$ cat config.mk
export PLATFORM = sky130hd
export DESIGN_NAME = next_fit_run_slot_allocator_unit_flat
export DESIGN_NICKNAME = d
export VERILOG_FILES = /design/src/hdl/nfa_pkg.sv /design/src/hdl/nfa_req_if.sv /design/src/hdl/nfa_rsp_if.sv /design/src/hdl/nfa_ram.sv /design/src/hdl/nfa_dp.sv /design/src/hdl/nfa_ctrl.sv /design/src/hdl/next_fit_run_slot_allocator_unit.sv /design/src/flat_wrapper.sv
export SDC_FILE = /design/constraint.sdc
export NUM_CORES = 2
export LEC_CHECK = 0
export ABC_AREA = 1
export BUFFER_PORTS_ARGS = -buffer_cell sky130_fd_sc_hd__buf_4
export CORE_MARGIN = 2
export CORE_UTILIZATION = 45
export DETAILED_ROUTE_END_ITERATION = 8
export PLACE_DENSITY_LB_ADDON = 0.12
export SYNTH_ARGS = -nofsm -noshare
export SYNTH_HDL_FRONTEND = slang
export SYNTH_SLANG_ARGS = --single-unit
export TNS_END_PERCENT = 10
$ cat constraint.sdc
create_clock -name clk -period 9.5 [get_ports clk]
set_input_delay 0 -clock clk [delete_from_list [all_inputs] [get_ports clk]]
set_output_delay 0 -clock clk [all_outputs]
set_load 0.005 [all_outputs]
$ cat src/hdl/nfa_pkg.sv
// ----------------------------------------------------------------------------
// nfa_pkg
// Shared widths, codes and controller/datapath structs of the next-fit
// run slot allocator.
// ----------------------------------------------------------------------------
`timescale 1ns / 1ps

package nfa_pkg;

	// item field widths
	localparam int ACTION_W = 1;
	localparam int BASE_W   = 10;
	localparam int COUNT_W  = 11;
	localparam int SLOT_W   = 10;
	localparam int STATUS_W = 3;

	// configuration port
	localparam int SIZE_W  = 11;
	localparam int PADDR_W = 3;
	localparam int PDATA_W = 32;
	localparam logic [0:0]        REG_ACTIVE_SIZE = 1'b0;
	localparam logic [SIZE_W-1:0] ACTIVE_SIZE_RST = 11'd1024;

	// bitmap word organization
	localparam int WORD_W = 16;
	localparam int WBIT_W = 4;

	// actions
	localparam logic [ACTION_W-1:0] ACT_ALLOC   = 1'b0;
	localparam logic [ACTION_W-1:0] ACT_RELEASE = 1'b1;

	// result status codes
	localparam logic [STATUS_W-1:0] ST_OK           = 3'd0;
	localparam logic [STATUS_W-1:0] ST_NO_SPACE     = 3'd1;
	localparam logic [STATUS_W-1:0] ST_BAD_COUNT    = 3'd2;
	localparam logic [STATUS_W-1:0] ST_FREED_FREE   = 3'd3;
	localparam logic [STATUS_W-1:0] ST_OUT_OF_RANGE = 3'd4;

	typedef struct packed {
		logic clear;
		logic load_req;
		logic check;
		logic scan;
		logic mark;
		logic unmark;
		logic out_load;
	} ctl_cmd_t;

	typedef struct packed {
		logic clear_last;
		logic early;
		logic is_release;
		logic scan_found;
		logic scan_fail;
		logic mark_done;
		logic unmark_done;
	} dp_stat_t;

endpackage

$ cat src/hdl/nfa_req_if.sv
// ----------------------------------------------------------------------------
// nfa_req_if
// Request channel: valid/ready handshake with the allocate or release item.
// ----------------------------------------------------------------------------
`timescale 1ns / 1ps

interface nfa_req_if;
	import nfa_pkg::*;

	logic                valid;
	logic                ready;
	logic [ACTION_W-1:0] action;
	logic [BASE_W-1:0]   run_base;
	logic [COUNT_W-1:0]  count;

	modport source (output valid, action, run_base, count, input ready);
	modport sink   (input valid, action, run_base, count, output ready);

endinterface

$ cat src/hdl/nfa_rsp_if.sv
// ----------------------------------------------------------------------------
// nfa_rsp_if
// Response channel: valid/ready handshake with the result item.
// ----------------------------------------------------------------------------
`timescale 1ns / 1ps

interface nfa_rsp_if;
	import nfa_pkg::*;

	logic                valid;
	logic                ready;
	logic [SLOT_W-1:0]   slot_index;
	logic [STATUS_W-1:0] status;

	modport source (output valid, slot_index, status, input ready);
	modport sink   (input valid, slot_index, status, output ready);

endinterface

$ cat src/hdl/nfa_ram.sv
// ----------------------------------------------------------------------------
// nfa_ram
// Generic simple dual-port RAM: one write port, one read port with
// registered read data.
// ----------------------------------------------------------------------------
`timescale 1ns / 1ps

module nfa_ram #(
	parameter int WIDTH = 16,
	parameter int DEPTH = 64,
	parameter int ADDR_W = (DEPTH > 1) ? $clog2(DEPTH) : 1
) (
	input  logic              clk,
	input  logic              we,
	input  logic [ADDR_W-1:0] waddr,
	input  logic [WIDTH-1:0]  wdata,
	input  logic              re,
	input  logic [ADDR_W-1:0] raddr,
	output logic [WIDTH-1:0]  rdata
);

	logic [WIDTH-1:0] mem_q [DEPTH];
	logic [WIDTH-1:0] rdata_q;

	always_ff @(posedge clk) begin
		if (we) begin
			mem_q[waddr] <= wdata;
		end
		if (re) begin
			rdata_q <= mem_q[raddr];
		end
	end

	assign rdata = rdata_q;

endmodule

$ cat src/hdl/nfa_dp.sv
// ----------------------------------------------------------------------------
// nfa_dp
// Datapath: bitmap RAM, search pointer, word-wise run scan, mark and
// release read-modify-write, result registers.
// ----------------------------------------------------------------------------
`timescale 1ns / 1ps

module nfa_dp #(
	parameter int CAPACITY = 1024
) (
	input  logic                          clk,
	input  logic                          arst_n,
	input  nfa_pkg::ctl_cmd_t             cmd,
	output nfa_pkg::dp_stat_t             stat,
	input  logic [nfa_pkg::SIZE_W-1:0]    active_size,
	input  logic [nfa_pkg::ACTION_W-1:0]  in_action,
	input  logic [nfa_pkg::BASE_W-1:0]    in_run_base,
	input  logic [nfa_pkg::COUNT_W-1:0]   in_count,
	output logic [nfa_pkg::SLOT_W-1:0]    out_slot_index,
	output logic [nfa_pkg::STATUS_W-1:0]  out_status
);
	import nfa_pkg::*;

	localparam int SZ_W  = $clog2(CAPACITY + 1);
	localparam int AW    = ((SZ_W > COUNT_W) ? SZ_W : COUNT_W) + 1;
	localparam int PTR_W = $clog2(CAPACITY);
	localparam int NW    = (CAPACITY + WORD_W - 1) / WORD_W;
	localparam int WA_W  = (NW > 1) ? $clog2(NW) : 1;

	// request registers
	logic [ACTION_W-1:0] act_q;
	logic [AW-1:0]       base_q;
	logic [AW-1:0]       cnt_q;
	logic [AW-1:0]       size_q;
	logic [PTR_W-1:0]    ptr_q;

	// word window of the current pass
	logic [WA_W-1:0]   firstw_q, lastw_q, rd_word_q, clr_q;
	logic [WBIT_W-1:0] lo_q, hi_q;
	logic              issued_all_q;
	logic [AW-1:0]     run_q;

	// read return stage
	logic            pend_s1;
	logic [WA_W-1:0] addr_s1;

	logic [SLOT_W-1:0]   res_slot_q, rsp_slot_q;
	logic [STATUS_W-1:0] res_status_q, rsp_status_q;

	// ram ports
	logic              ram_we, rd_en;
	logic [WA_W-1:0]   ram_waddr;
	logic [WORD_W-1:0] ram_wdata, rdata;

	// effective size
	logic [AW-1:0] act_ext, eff_size;
	always_comb begin
		act_ext = AW'(active_size);
		if (act_ext == '0) begin
			eff_size = AW'(1);
		end else if (act_ext > AW'(CAPACITY)) begin
			eff_size = AW'(CAPACITY);
		end else begin
			eff_size = act_ext;
		end
	end

	// check of the latched request
	logic [AW-1:0]       ptr_ext, end_rel, start_idx, end_idx;
	logic                is_rel, cnt_zero, early;
	logic [STATUS_W-1:0] early_status;
	always_comb begin
		ptr_ext   = AW'(ptr_q);
		is_rel    = (act_q == ACT_RELEASE);
		cnt_zero  = (cnt_q == '0);
		end_rel   = base_q + cnt_q;
		early     = cnt_zero || (is_rel ? (end_rel > size_q) : (ptr_ext >= size_q));
		if (cnt_zero) begin
			early_status = is_rel ? ST_OK : ST_BAD_COUNT;
		end else begin
			early_status = is_rel ? ST_OUT_OF_RANGE : ST_NO_SPACE;
		end
		start_idx = is_rel ? base_q : ptr_ext;
		end_idx   = is_rel ? (end_rel - AW'(1)) : (size_q - AW'(1));
	end

	// in-window mask of the returned word
	logic [WORD_W-1:0] mask;
	logic              is_last;
	always_comb begin
		for (int j = 0; j < WORD_W; j++) begin
			mask[j] = ((addr_s1 != firstw_q) || (WBIT_W'(j) >= lo_q)) &&
				((addr_s1 != lastw_q) || (WBIT_W'(j) <= hi_q));
		end
		is_last = (addr_s1 == lastw_q);
	end

	// run scan: free run length ending at each bit, carried in from run_q
	logic [WORD_W-1:0] used, hit;
	logic [AW-1:0]     run_v [WORD_W];
	logic [WBIT_W-1:0] jsel;
	logic              any_hit;
	always_comb begin
		logic              lu_found;
		logic [WBIT_W-1:0] lu_pos;
		logic [WBIT_W:0]   zlen;
		used = rdata | ~mask;
		for (int j = 0; j < WORD_W; j++) begin
			lu_found = 1'b0;
			lu_pos   = '0;
			for (int k = 0; k <= j; k++) begin
				if (used[k]) begin
					lu_found = 1'b1;
					lu_pos   = WBIT_W'(k);
				end
			end
			zlen     = (WBIT_W + 1)'(j) - {1'b0, lu_pos};
			run_v[j] = lu_found ? AW'(zlen) : (run_q + AW'(j + 1));
			hit[j]   = (run_v[j] >= cnt_q);
		end
		any_hit = |hit;
		jsel    = '0;
		for (int j = WORD_W - 1; j >= 0; j--) begin
			if (hit[j]) begin
				jsel = WBIT_W'(j);
			end
		end
	end

	logic [AW-1:0] pos_idx, fb_idx, nxt_idx;
	always_comb begin
		pos_idx                  = '0;
		pos_idx[WBIT_W +: WA_W]  = addr_s1;
		pos_idx[WBIT_W-1:0]      = jsel;
		fb_idx                   = pos_idx + AW'(1) - cnt_q;
		nxt_idx                  = pos_idx + AW'(1);
	end

	// release: first free slot inside the window stops the pass
	logic [WORD_W-1:0] bad, keep;
	logic [WBIT_W-1:0] jbad;
	logic              any_bad;
	always_comb begin
		bad     = mask & ~rdata;
		any_bad = |bad;
		jbad    = '0;
		for (int j = WORD_W - 1; j >= 0; j--) begin
			if (bad[j]) begin
				jbad = WBIT_W'(j);
			end
		end
		for (int j = 0; j < WORD_W; j++) begin
			keep[j] = mask[j] && (WBIT_W'(j) < jbad);
		end
	end

	logic scan_found, scan_fail, mark_done, unmark_done, term;
	assign scan_found  = pend_s1 && cmd.scan && any_hit;
	assign scan_fail   = pend_s1 && cmd.scan && !any_hit && is_last;
	assign mark_done   = pend_s1 && cmd.mark && is_last;
	assign unmark_done = pend_s1 && cmd.unmark && (any_bad || is_last);
	assign term        = scan_found || scan_fail || mark_done || unmark_done;

	assign rd_en = (cmd.scan || cmd.mark || cmd.unmark) && !issued_all_q && !term;

	always_comb begin
		ram_we    = cmd.clear || (pend_s1 && (cmd.mark || cmd.unmark));
		ram_waddr = cmd.clear ? clr_q : addr_s1;
		if (cmd.clear) begin
			ram_wdata = '0;
		end else if (cmd.mark) begin
			ram_wdata = rdata | mask;
		end else begin
			ram_wdata = rdata & ~(any_bad ? keep : mask);
		end
	end

	nfa_ram #(
		.WIDTH (WORD_W),
		.DEPTH (NW),
		.ADDR_W(WA_W)
	) u_bitmap (
		.clk  (clk),
		.we   (ram_we),
		.waddr(ram_waddr),
		.wdata(ram_wdata),
		.re   (rd_en),
		.raddr(rd_word_q),
		.rdata(rdata)
	);

	always_ff @(posedge clk or negedge arst_n) begin
		if (!arst_n) begin
			ptr_q        <= '0;
			clr_q        <= '0;
			pend_s1      <= 1'b0;
			issued_all_q <= 1'b1;
			firstw_q     <= '0;
			lastw_q      <= '0;
			rd_word_q    <= '0;
			lo_q         <= '0;
			hi_q         <= '0;
			run_q        <= '0;
			res_slot_q   <= '0;
			res_status_q <= ST_OK;
		end else begin
			pend_s1 <= rd_en;
			if (cmd.clear) begin
				clr_q <= clr_q + WA_W'(1);
			end
			if (rd_en) begin
				rd_word_q <= rd_word_q + WA_W'(1);
				if (rd_word_q == lastw_q) begin
					issued_all_q <= 1'b1;
				end
			end
			if (cmd.load_req) begin
				res_slot_q   <= '0;
				res_status_q <= ST_OK;
			end
			if (cmd.check) begin
				firstw_q     <= start_idx[WBIT_W +: WA_W];
				lo_q         <= start_idx[WBIT_W-1:0];
				lastw_q      <= end_idx[WBIT_W +: WA_W];
				hi_q         <= end_idx[WBIT_W-1:0];
				rd_word_q    <= start_idx[WBIT_W +: WA_W];
				issued_all_q <= 1'b0;
				run_q        <= '0;
				if (early) begin
					res_status_q <= early_status;
				end
			end
			if (pend_s1 && cmd.scan) begin
				run_q <= run_v[WORD_W-1];
			end
			if (scan_found) begin
				res_slot_q   <= fb_idx[SLOT_W-1:0];
				ptr_q        <= (nxt_idx == size_q) ? '0 : nxt_idx[PTR_W-1:0];
				firstw_q     <= fb_idx[WBIT_W +: WA_W];
				lo_q         <= fb_idx[WBIT_W-1:0];
				lastw_q      <= addr_s1;
				hi_q         <= jsel;
				rd_word_q    <= fb_idx[WBIT_W +: WA_W];
				issued_all_q <= 1'b0;
			end
			if (scan_fail) begin
				res_status_q <= ST_NO_SPACE;
			end
			if (unmark_done) begin
				if (any_bad) begin
					res_status_q <= ST_FREED_FREE;
				end else if (ptr_ext > base_q) begin
					ptr_q <= base_q[PTR_W-1:0];
				end
			end
		end
	end

	// payload registers
	always_ff @(posedge clk) begin
		addr_s1 <= rd_word_q;
		if (cmd.load_req) begin
			act_q  <= in_action;
			base_q <= AW'(in_run_base);
			cnt_q  <= AW'(in_count);
			size_q <= eff_size;
		end
		if (cmd.out_load) begin
			rsp_slot_q   <= res_slot_q;
			rsp_status_q <= res_status_q;
		end
	end

	always_comb begin
		stat.clear_last  = (clr_q == WA_W'(NW - 1));
		stat.early       = early;
		stat.is_release  = is_rel;
		stat.scan_found  = scan_found;
		stat.scan_fail   = scan_fail;
		stat.mark_done   = mark_done;
		stat.unmark_done = unmark_done;
	end

	assign out_slot_index = rsp_slot_q;
	assign out_status     = rsp_status_q;

	a_rmw_window: assert property (@(posedge clk) disable iff (!arst_n)
		pend_s1 && (cmd.mark || cmd.unmark) |-> addr_s1 >= firstw_q && addr_s1 <= lastw_q)
		else $error("bitmap write outside the run window");

	a_found_bounds: assert property (@(posedge clk) disable iff (!arst_n)
		scan_found |-> fb_idx >= ptr_ext && pos_idx < size_q)
		else $error("found run outside the searched range");

	a_clear_quiet: assert property (@(posedge clk) disable iff (!arst_n)
		cmd.clear |-> !rd_en && !pend_s1)
		else $error("bitmap read during clearing pass");

endmodule

$ cat src/hdl/nfa_ctrl.sv
// ----------------------------------------------------------------------------
// nfa_ctrl
// Controller: clearing pass after reset, request sequencing through check,
// scan, mark or release, and the output valid register.
// ----------------------------------------------------------------------------
`timescale 1ns / 1ps

module nfa_ctrl (
	input  logic              clk,
	input  logic              arst_n,
	input  logic              in_valid,
	output logic              in_ready,
	output logic              out_valid,
	input  logic              out_ready,
	input  nfa_pkg::dp_stat_t stat,
	output nfa_pkg::ctl_cmd_t cmd
);
	import nfa_pkg::*;

	localparam logic [2:0] S_CLEAR  = 3'd0;
	localparam logic [2:0] S_IDLE   = 3'd1;
	localparam logic [2:0] S_CHECK  = 3'd2;
	localparam logic [2:0] S_SCAN   = 3'd3;
	localparam logic [2:0] S_MARK   = 3'd4;
	localparam logic [2:0] S_UNMARK = 3'd5;
	localparam logic [2:0] S_DONE   = 3'd6;

	logic [2:0] state_q, state_d;
	logic       out_valid_q;

	always_comb begin
		cmd      = '0;
		state_d  = state_q;
		in_ready = 1'b0;
		case (state_q)
			S_CLEAR: begin
				cmd.clear = 1'b1;
				if (stat.clear_last) begin
					state_d = S_IDLE;
				end
			end
			S_IDLE: begin
				in_ready = 1'b1;
				if (in_valid) begin
					cmd.load_req = 1'b1;
					state_d      = S_CHECK;
				end
			end
			S_CHECK: begin
				cmd.check = 1'b1;
				if (stat.early) begin
					state_d = S_DONE;
				end else if (stat.is_release) begin
					state_d = S_UNMARK;
				end else begin
					state_d = S_SCAN;
				end
			end
			S_SCAN: begin
				cmd.scan = 1'b1;
				if (stat.scan_found) begin
					state_d = S_MARK;
				end else if (stat.scan_fail) begin
					state_d = S_DONE;
				end
			end
			S_MARK: begin
				cmd.mark = 1'b1;
				if (stat.mark_done) begin
					state_d = S_DONE;
				end
			end
			S_UNMARK: begin
				cmd.unmark = 1'b1;
				if (stat.unmark_done) begin
					state_d = S_DONE;
				end
			end
			S_DONE: begin
				// hold the result until the output register is free
				if (!out_valid_q || out_ready) begin
					cmd.out_load = 1'b1;
					state_d      = S_IDLE;
				end
			end
			default: begin
				state_d = S_IDLE;
			end
		endcase
	end

	always_ff @(posedge clk or negedge arst_n) begin
		if (!arst_n) begin
			state_q     <= S_CLEAR;
			out_valid_q <= 1'b0;
		end else begin
			state_q <= state_d;
			if (cmd.out_load) begin
				out_valid_q <= 1'b1;
			end else if (out_ready) begin
				out_valid_q <= 1'b0;
			end
		end
	end

	assign out_valid = out_valid_q;

	a_accept_check: assert property (@(posedge clk) disable iff (!arst_n)
		in_valid && in_ready |=> state_q == S_CHECK)
		else $error("accepted item not checked next cycle");

	a_no_overwrite: assert property (@(posedge clk) disable iff (!arst_n)
		cmd.out_load |-> !out_valid_q || out_ready)
		else $error("pending result overwritten");

endmodule

$ cat src/hdl/next_fit_run_slot_allocator_unit.sv
// ----------------------------------------------------------------------------
// next_fit_run_slot_allocator_unit
// Allocate goes through check, scan and mark; release through check and
// unmark; zero counts and early failures go from check to the result
// (16 slots a word, one bitmap RAM word read per cycle).
// One item at a time: the next item is taken once the result is registered.
// Reset clears control state, not the payload registers; a clearing pass then
// zeroes the CAPACITY/16 bitmap words (64 by default) with req.ready low.
// ----------------------------------------------------------------------------
`timescale 1ns / 1ps

module next_fit_run_slot_allocator_unit #(
	parameter int CAPACITY = 1024
) (
	input  logic                         clk,
	input  logic                         arst_n,
	input  logic                         psel,
	input  logic                         penable,
	input  logic                         pwrite,
	input  logic [nfa_pkg::PADDR_W-1:0]  paddr,
	input  logic [nfa_pkg::PDATA_W-1:0]  pwdata,
	output logic [nfa_pkg::PDATA_W-1:0]  prdata,
	output logic                         pready,
	nfa_req_if.sink                      req,
	nfa_rsp_if.source                    rsp
);
	import nfa_pkg::*;

	logic [SIZE_W-1:0] active_q;
	logic              cfg_wr;
	ctl_cmd_t          cmd;
	dp_stat_t          stat;

	assign pready = 1'b1;
	assign cfg_wr = psel && penable && pwrite && pready;

	always_ff @(posedge clk or negedge arst_n) begin
		if (!arst_n) begin
			active_q <= ACTIVE_SIZE_RST;
		end else if (cfg_wr && (paddr[PADDR_W-1] == REG_ACTIVE_SIZE)) begin
			active_q <= pwdata[SIZE_W-1:0];
		end
	end

	assign prdata = (paddr[PADDR_W-1] == REG_ACTIVE_SIZE) ? PDATA_W'(active_q) : '0;

	nfa_ctrl u_ctrl (
		.clk      (clk),
		.arst_n   (arst_n),
		.in_valid (req.valid),
		.in_ready (req.ready),
		.out_valid(rsp.valid),
		.out_ready(rsp.ready),
		.stat     (stat),
		.cmd      (cmd)
	);

	nfa_dp #(
		.CAPACITY(CAPACITY)
	) u_dp (
		.clk           (clk),
		.arst_n        (arst_n),
		.cmd           (cmd),
		.stat          (stat),
		.active_size   (active_q),
		.in_action     (req.action),
		.in_run_base   (req.run_base),
		.in_count      (req.count),
		.out_slot_index(rsp.slot_index),
		.out_status    (rsp.status)
	);

endmodule
$ cat src/flat_wrapper.sv
// flat-port wrapper written by rule: the top's interface ports become plain ports
module next_fit_run_slot_allocator_unit_flat import nfa_pkg::*;
#(
	parameter int CAPACITY = 1024
)
  (clk, arst_n, psel, penable, pwrite, paddr, pwdata, prdata, pready, req_valid, req_action, req_run_base, req_count, req_ready, rsp_valid, rsp_slot_index, rsp_status, rsp_ready);
  nfa_req_if req_i ();
  nfa_rsp_if rsp_i ();
  input  logic clk;
  input  logic arst_n;
  input  logic psel;
  input  logic penable;
  input  logic pwrite;
  input  logic [nfa_pkg::PADDR_W-1:0] paddr;
  input  logic [nfa_pkg::PDATA_W-1:0] pwdata;
  output logic [nfa_pkg::PDATA_W-1:0] prdata;
  output logic pready;
  input wire logic [$bits(req_i.valid)-1:0] req_valid;
  input wire logic [$bits(req_i.action)-1:0] req_action;
  input wire logic [$bits(req_i.run_base)-1:0] req_run_base;
  input wire logic [$bits(req_i.count)-1:0] req_count;
  output wire logic [$bits(req_i.ready)-1:0] req_ready;
  output wire logic [$bits(rsp_i.valid)-1:0] rsp_valid;
  output wire logic [$bits(rsp_i.slot_index)-1:0] rsp_slot_index;
  output wire logic [$bits(rsp_i.status)-1:0] rsp_status;
  input wire logic [$bits(rsp_i.ready)-1:0] rsp_ready;
  assign req_i.valid = req_valid;
  assign req_i.action = req_action;
  assign req_i.run_base = req_run_base;
  assign req_i.count = req_count;
  assign req_ready = req_i.ready;
  assign rsp_valid = rsp_i.valid;
  assign rsp_slot_index = rsp_i.slot_index;
  assign rsp_status = rsp_i.status;
  assign rsp_i.ready = rsp_ready;
  next_fit_run_slot_allocator_unit #(.CAPACITY(CAPACITY)) u_core (.clk(clk), .arst_n(arst_n), .psel(psel), .penable(penable), .pwrite(pwrite), .paddr(paddr), .pwdata(pwdata), .prdata(prdata), .pready(pready), .req(req_i), .rsp(rsp_i));
endmodule
==> results.md <==
* Routed wire per std cell at 24.1 um
* Run status: complete, no violations
* Peak supply drop at 0.255 mV
* Clock buffer depth at 3
* Dpl cells at 6945
* Mapped Area at 57100 um^2
* Multi-input logic area at 20100 um^2
* Setup Skew at 51.4 ps
* First-pass GRT wire length at 259000 um
* Number of max-cap violations at 0
* Worst Path Buf+Inv at 12
* Grt ovf at 0
* Flops & latches, synth at 1176
* CTS Buf Count at 119
* Max incr delay on CP at 330 ps
* Main synth FF type: edfxtp_1
* CP Capture Type: register
* Iteration-0 DRC Markers at 4285
* Post-route clock period utilization at 89.1%
* Worst hold slack at 73.9 ps
* Power Density at 321 nW/um^2
* Measured slew at the worst slew-check pin at 1220 ps
* Seq/Total Area, Yosys at 61.0%
* CTS root buf: clkbuf_16
* Hold Fails Final Rpt at 0
* CP required at 10160 ps
* P&R area growth vs syn at 12.7%
* Leak at 23.3 nW
* Crit. Startpoint: u_core.u_dp.addr_s1[1]
* Yosys warnings at 0
* Worst Path Arrival at 9120 ps
* Initial antenna violation count at 4
* DR vias/cell at 5.80
* DP HPWL at 106000 um
* Maximum clock frequency at 118 MHz
* Post-Synthesis Cells at 5368
* DR DRC count at 0
* IO Pins at 112
* CP Max Fanout at 10
* CTS tree: done
* Crit start category: register
* Final-report max-slew violation count at 0
* Fillers at 11300
* Fraction of registers with async set/reset at 7.14%
* Row cnt at 130
* Layout cells sized above 1 at 9.52%
* Die outline area at 130000 um^2
* Total Routing Usage GR at 26.5%
* Final setup viols at 0
* Die Span Y at 360 um
* Setup CP Type: register to register
* Syn Area/Cell at 10.6 um^2
* Rel. slew slack at 18.4%
* Core box area at 126000 um^2
* Seq. cell area at 34900 um^2
* Port Buffers at 66
* Critical-path top delay cell: dfxtp_1
* Effective utilization at floorplan at 45.4%
* Nets at 5804
* Drt first pass iters at 6
* EDFF count, synth at 1086
* Vias post-DR at 42000
* Hold path start: pwdata[6]
* Die Width at 360 um
* Final GP Congestion at 0.973
* Clk sink count at 1176
* Tmin final at 8470 ps
* Clk slew on worst S/H paths at 60 ps
* Largest net degree at the start of global routing at 181
* Hold Crit Class: primary input to register
* Cell mode on critical path: nand2_1
* Crit path max-delay family: simple AND/OR/NAND/NOR gates
* Final TNS setup at 0 ps
* Number of H-tree levels at 3
* Vias in the first global route at 40000
* Library cells used by synthesis at 69
* Clock Latency Late Sink at 760 ps
* Drt total wl at 174000 um
* Worst r2r src: u_core.u_dp.addr_s1[1]
* Fin cells at 7239
* Antenna Nets Post-Route at 0
-- cell usage after synthesis, types with 7 or more instances --
cell,number,share of area (%)
dfrtp_1,82,3.6
ha_1,255,5.6
buf_1,9,0.059
a31oi_1,15,0.16
nor2_2,10,0.11
nor2_4,16,0.32
a211oi_1,28,0.37
o21ai_0,671,5.9
a21oi_1,215,1.9
inv_1,310,2.0
nand2_2,15,0.16
edfxtp_1,1086,57
o221ai_1,115,1.8
buf_4,24,0.32
clkinv_1,14,0.092
clkbuf_1,255,1.7
nor3_1,30,0.26
o21bai_1,7,0.092
nand2_1,585,3.8
a32o_1,8,0.14
nand3_1,155,1.4
xnor2_1,8,0.12
a21boi_0,18,0.24
nor2_1,919,6.0
nand4_1,97,1.1
o22ai_1,164,1.8
o21ai_1,8,0.070
o211ai_1,34,0.45
xor2_1,107,1.6
inv_2,21,0.14
nor4_1,8,0.088
-- state kept, by name, summed over array words and instances (netlist names), 10 cells and up --
name,cells
u_core.active_q,11
u_core.u_dp.base_q,10
u_core.u_dp.cnt_q,11
u_core.u_dp.out_slot_index,10
u_core.u_dp.ptr_q,10
u_core.u_dp.res_slot_q,10
u_core.u_dp.run_q,12
u_core.u_dp.size_q,11
u_core.u_dp.u_bitmap.mem_q,1024
u_core.u_dp.u_bitmap.rdata,16
-- kinds of logic (layout without fill, tap and decap cells) --
| group | Yosys count | in the layout | share of synthesized area [%] |
|---|---|---|---|
| fa+ha+maj | 257 | 257 | 5.66 |
| other cells | 2 | 24 | 0.0132 |
| buf+inv | 643 | 842 | 4.44 |
| flops | 1176 | 1176 | 61.0 |
| xor+xnor | 116 | 116 | 1.80 |
| mux | 2 | 2 | 0.0373 |
| simple gates | 1866 | 1866 | 13.8 |
| compound gates | 1306 | 1306 | 13.2 |
-- cell usage in the layout, fill, tap and decap left out, types with 7 or more instances in the layout --
cell type / count
edfxtp_1: 1086
nor2_1: 897
o21ai_0: 670
nand2_1: 583
inv_1: 305
ha_1: 255
buf_4: 206
a21oi_1: 201
o22ai_1: 164
nand3_1: 154
clkbuf_16: 120
o221ai_1: 115
xor2_1: 107
nand4_1: 97
dfrtp_1: 79
dlygate4sd3_1: 59
clkinv_1: 48
o211ai_1: 34
nor3_1: 29
inv_2: 28
nor2_2: 28
a211oi_1: 27
clkinv_2: 23
clkbuf_1: 23
conb_1: 22
nor2_4: 20
a21boi_0: 18
nand2_2: 17
a31oi_1: 15
a21oi_4: 14
bufinv_16: 10
o21ai_1: 8
xnor2_1: 8
nor4_1: 8
a32o_1: 8
o21bai_1: 7
-- per-layer routing --
layer	track usage, %	vias to the layer above	routed length (um)
met4	10.0	2	7080
met2	43.6	1556	83100
met5	0	-	13
li1	-	19500	-
met3	3.42	373	11300
met1	35.8	20600	72700
-- worst register-to-register path: cells and delay by family, from the launching register on --
| kind | cells | cell delay (ps) |
|---|---|---|
| xor+xnor | 1 | 210 |
| flops | 1 | 330 |
| compound gates | 9 | 1370 |
| buf+inv | 12 | 1060 |
| simple gates | 53 | 4480 |
| fa+ha+maj | 4 | 960 |
-- report_power, final --
group | switching [mW] | internal (mW) | leakage, nW
logic | 6.25 | 2.09 | 10.5
registers | 0.332 | 7.37 | 10.9
clock network | 2.02 | 2.60 | 1.86
-- per-stage QoR --
| step | utilization, % | cell area, um^2 | total power, mW | worst slack (ps) |
|---|---|---|---|---|
| after floorplan | - | 57200 | 12.7 | 2130 |
| after global placement | 47.6 | 59800 | 16.0 | 639 |
| after detailed placement | 47.6 | 59800 | 16.1 | 564 |
| after CTS | 51.1 | 64300 | 20.7 | 504 |
| after global routing | 51.2 | 64400 | 21.8 | -19.1 |
| final | 51.2 | 64400 | 20.7 | 1030 |
-- final cells by class --
class | instances | share of cell area, %
well taps | 1650 | 3.21
diodes | 2 | 0.00778
clock buffers | 145 | 4.84
inverters | 348 | 2.06
flip-flops and latches | 1176 | 54.2
clock inverters | 80 | 1.09
repair buffers | 269 | 3.46
multi-input cells | 3569 | 31.2
-- path summary, 6_finish.rpt --
kind                                                      end  slack [ps]  depth (start not counted)
worst max-delay path                 u_core.u_dp.rd_word_q[5]        1030                         79
worst min-delay path                       u_core.active_q[6]          70                          4
worst max register to register       u_core.u_dp.rd_word_q[5]        1030                         79
worst min register to register  u_core.u_dp.out_slot_index[2]         450                          0
max in group asynchronous            u_core.u_dp.rd_word_q[0]        8510                          4
min in group asynchronous                u_core.u_dp.run_q[7]         420                          4
-- repair_timing --
action	4_1_cts	5_1_grt
hold buffers	60	0
buffers inserted	0	7
endpoints found under the setup margin	0	9
endpoints found under the hold margin	114	0
resized for setup	0	21
(Power assumes the default switching activity.)
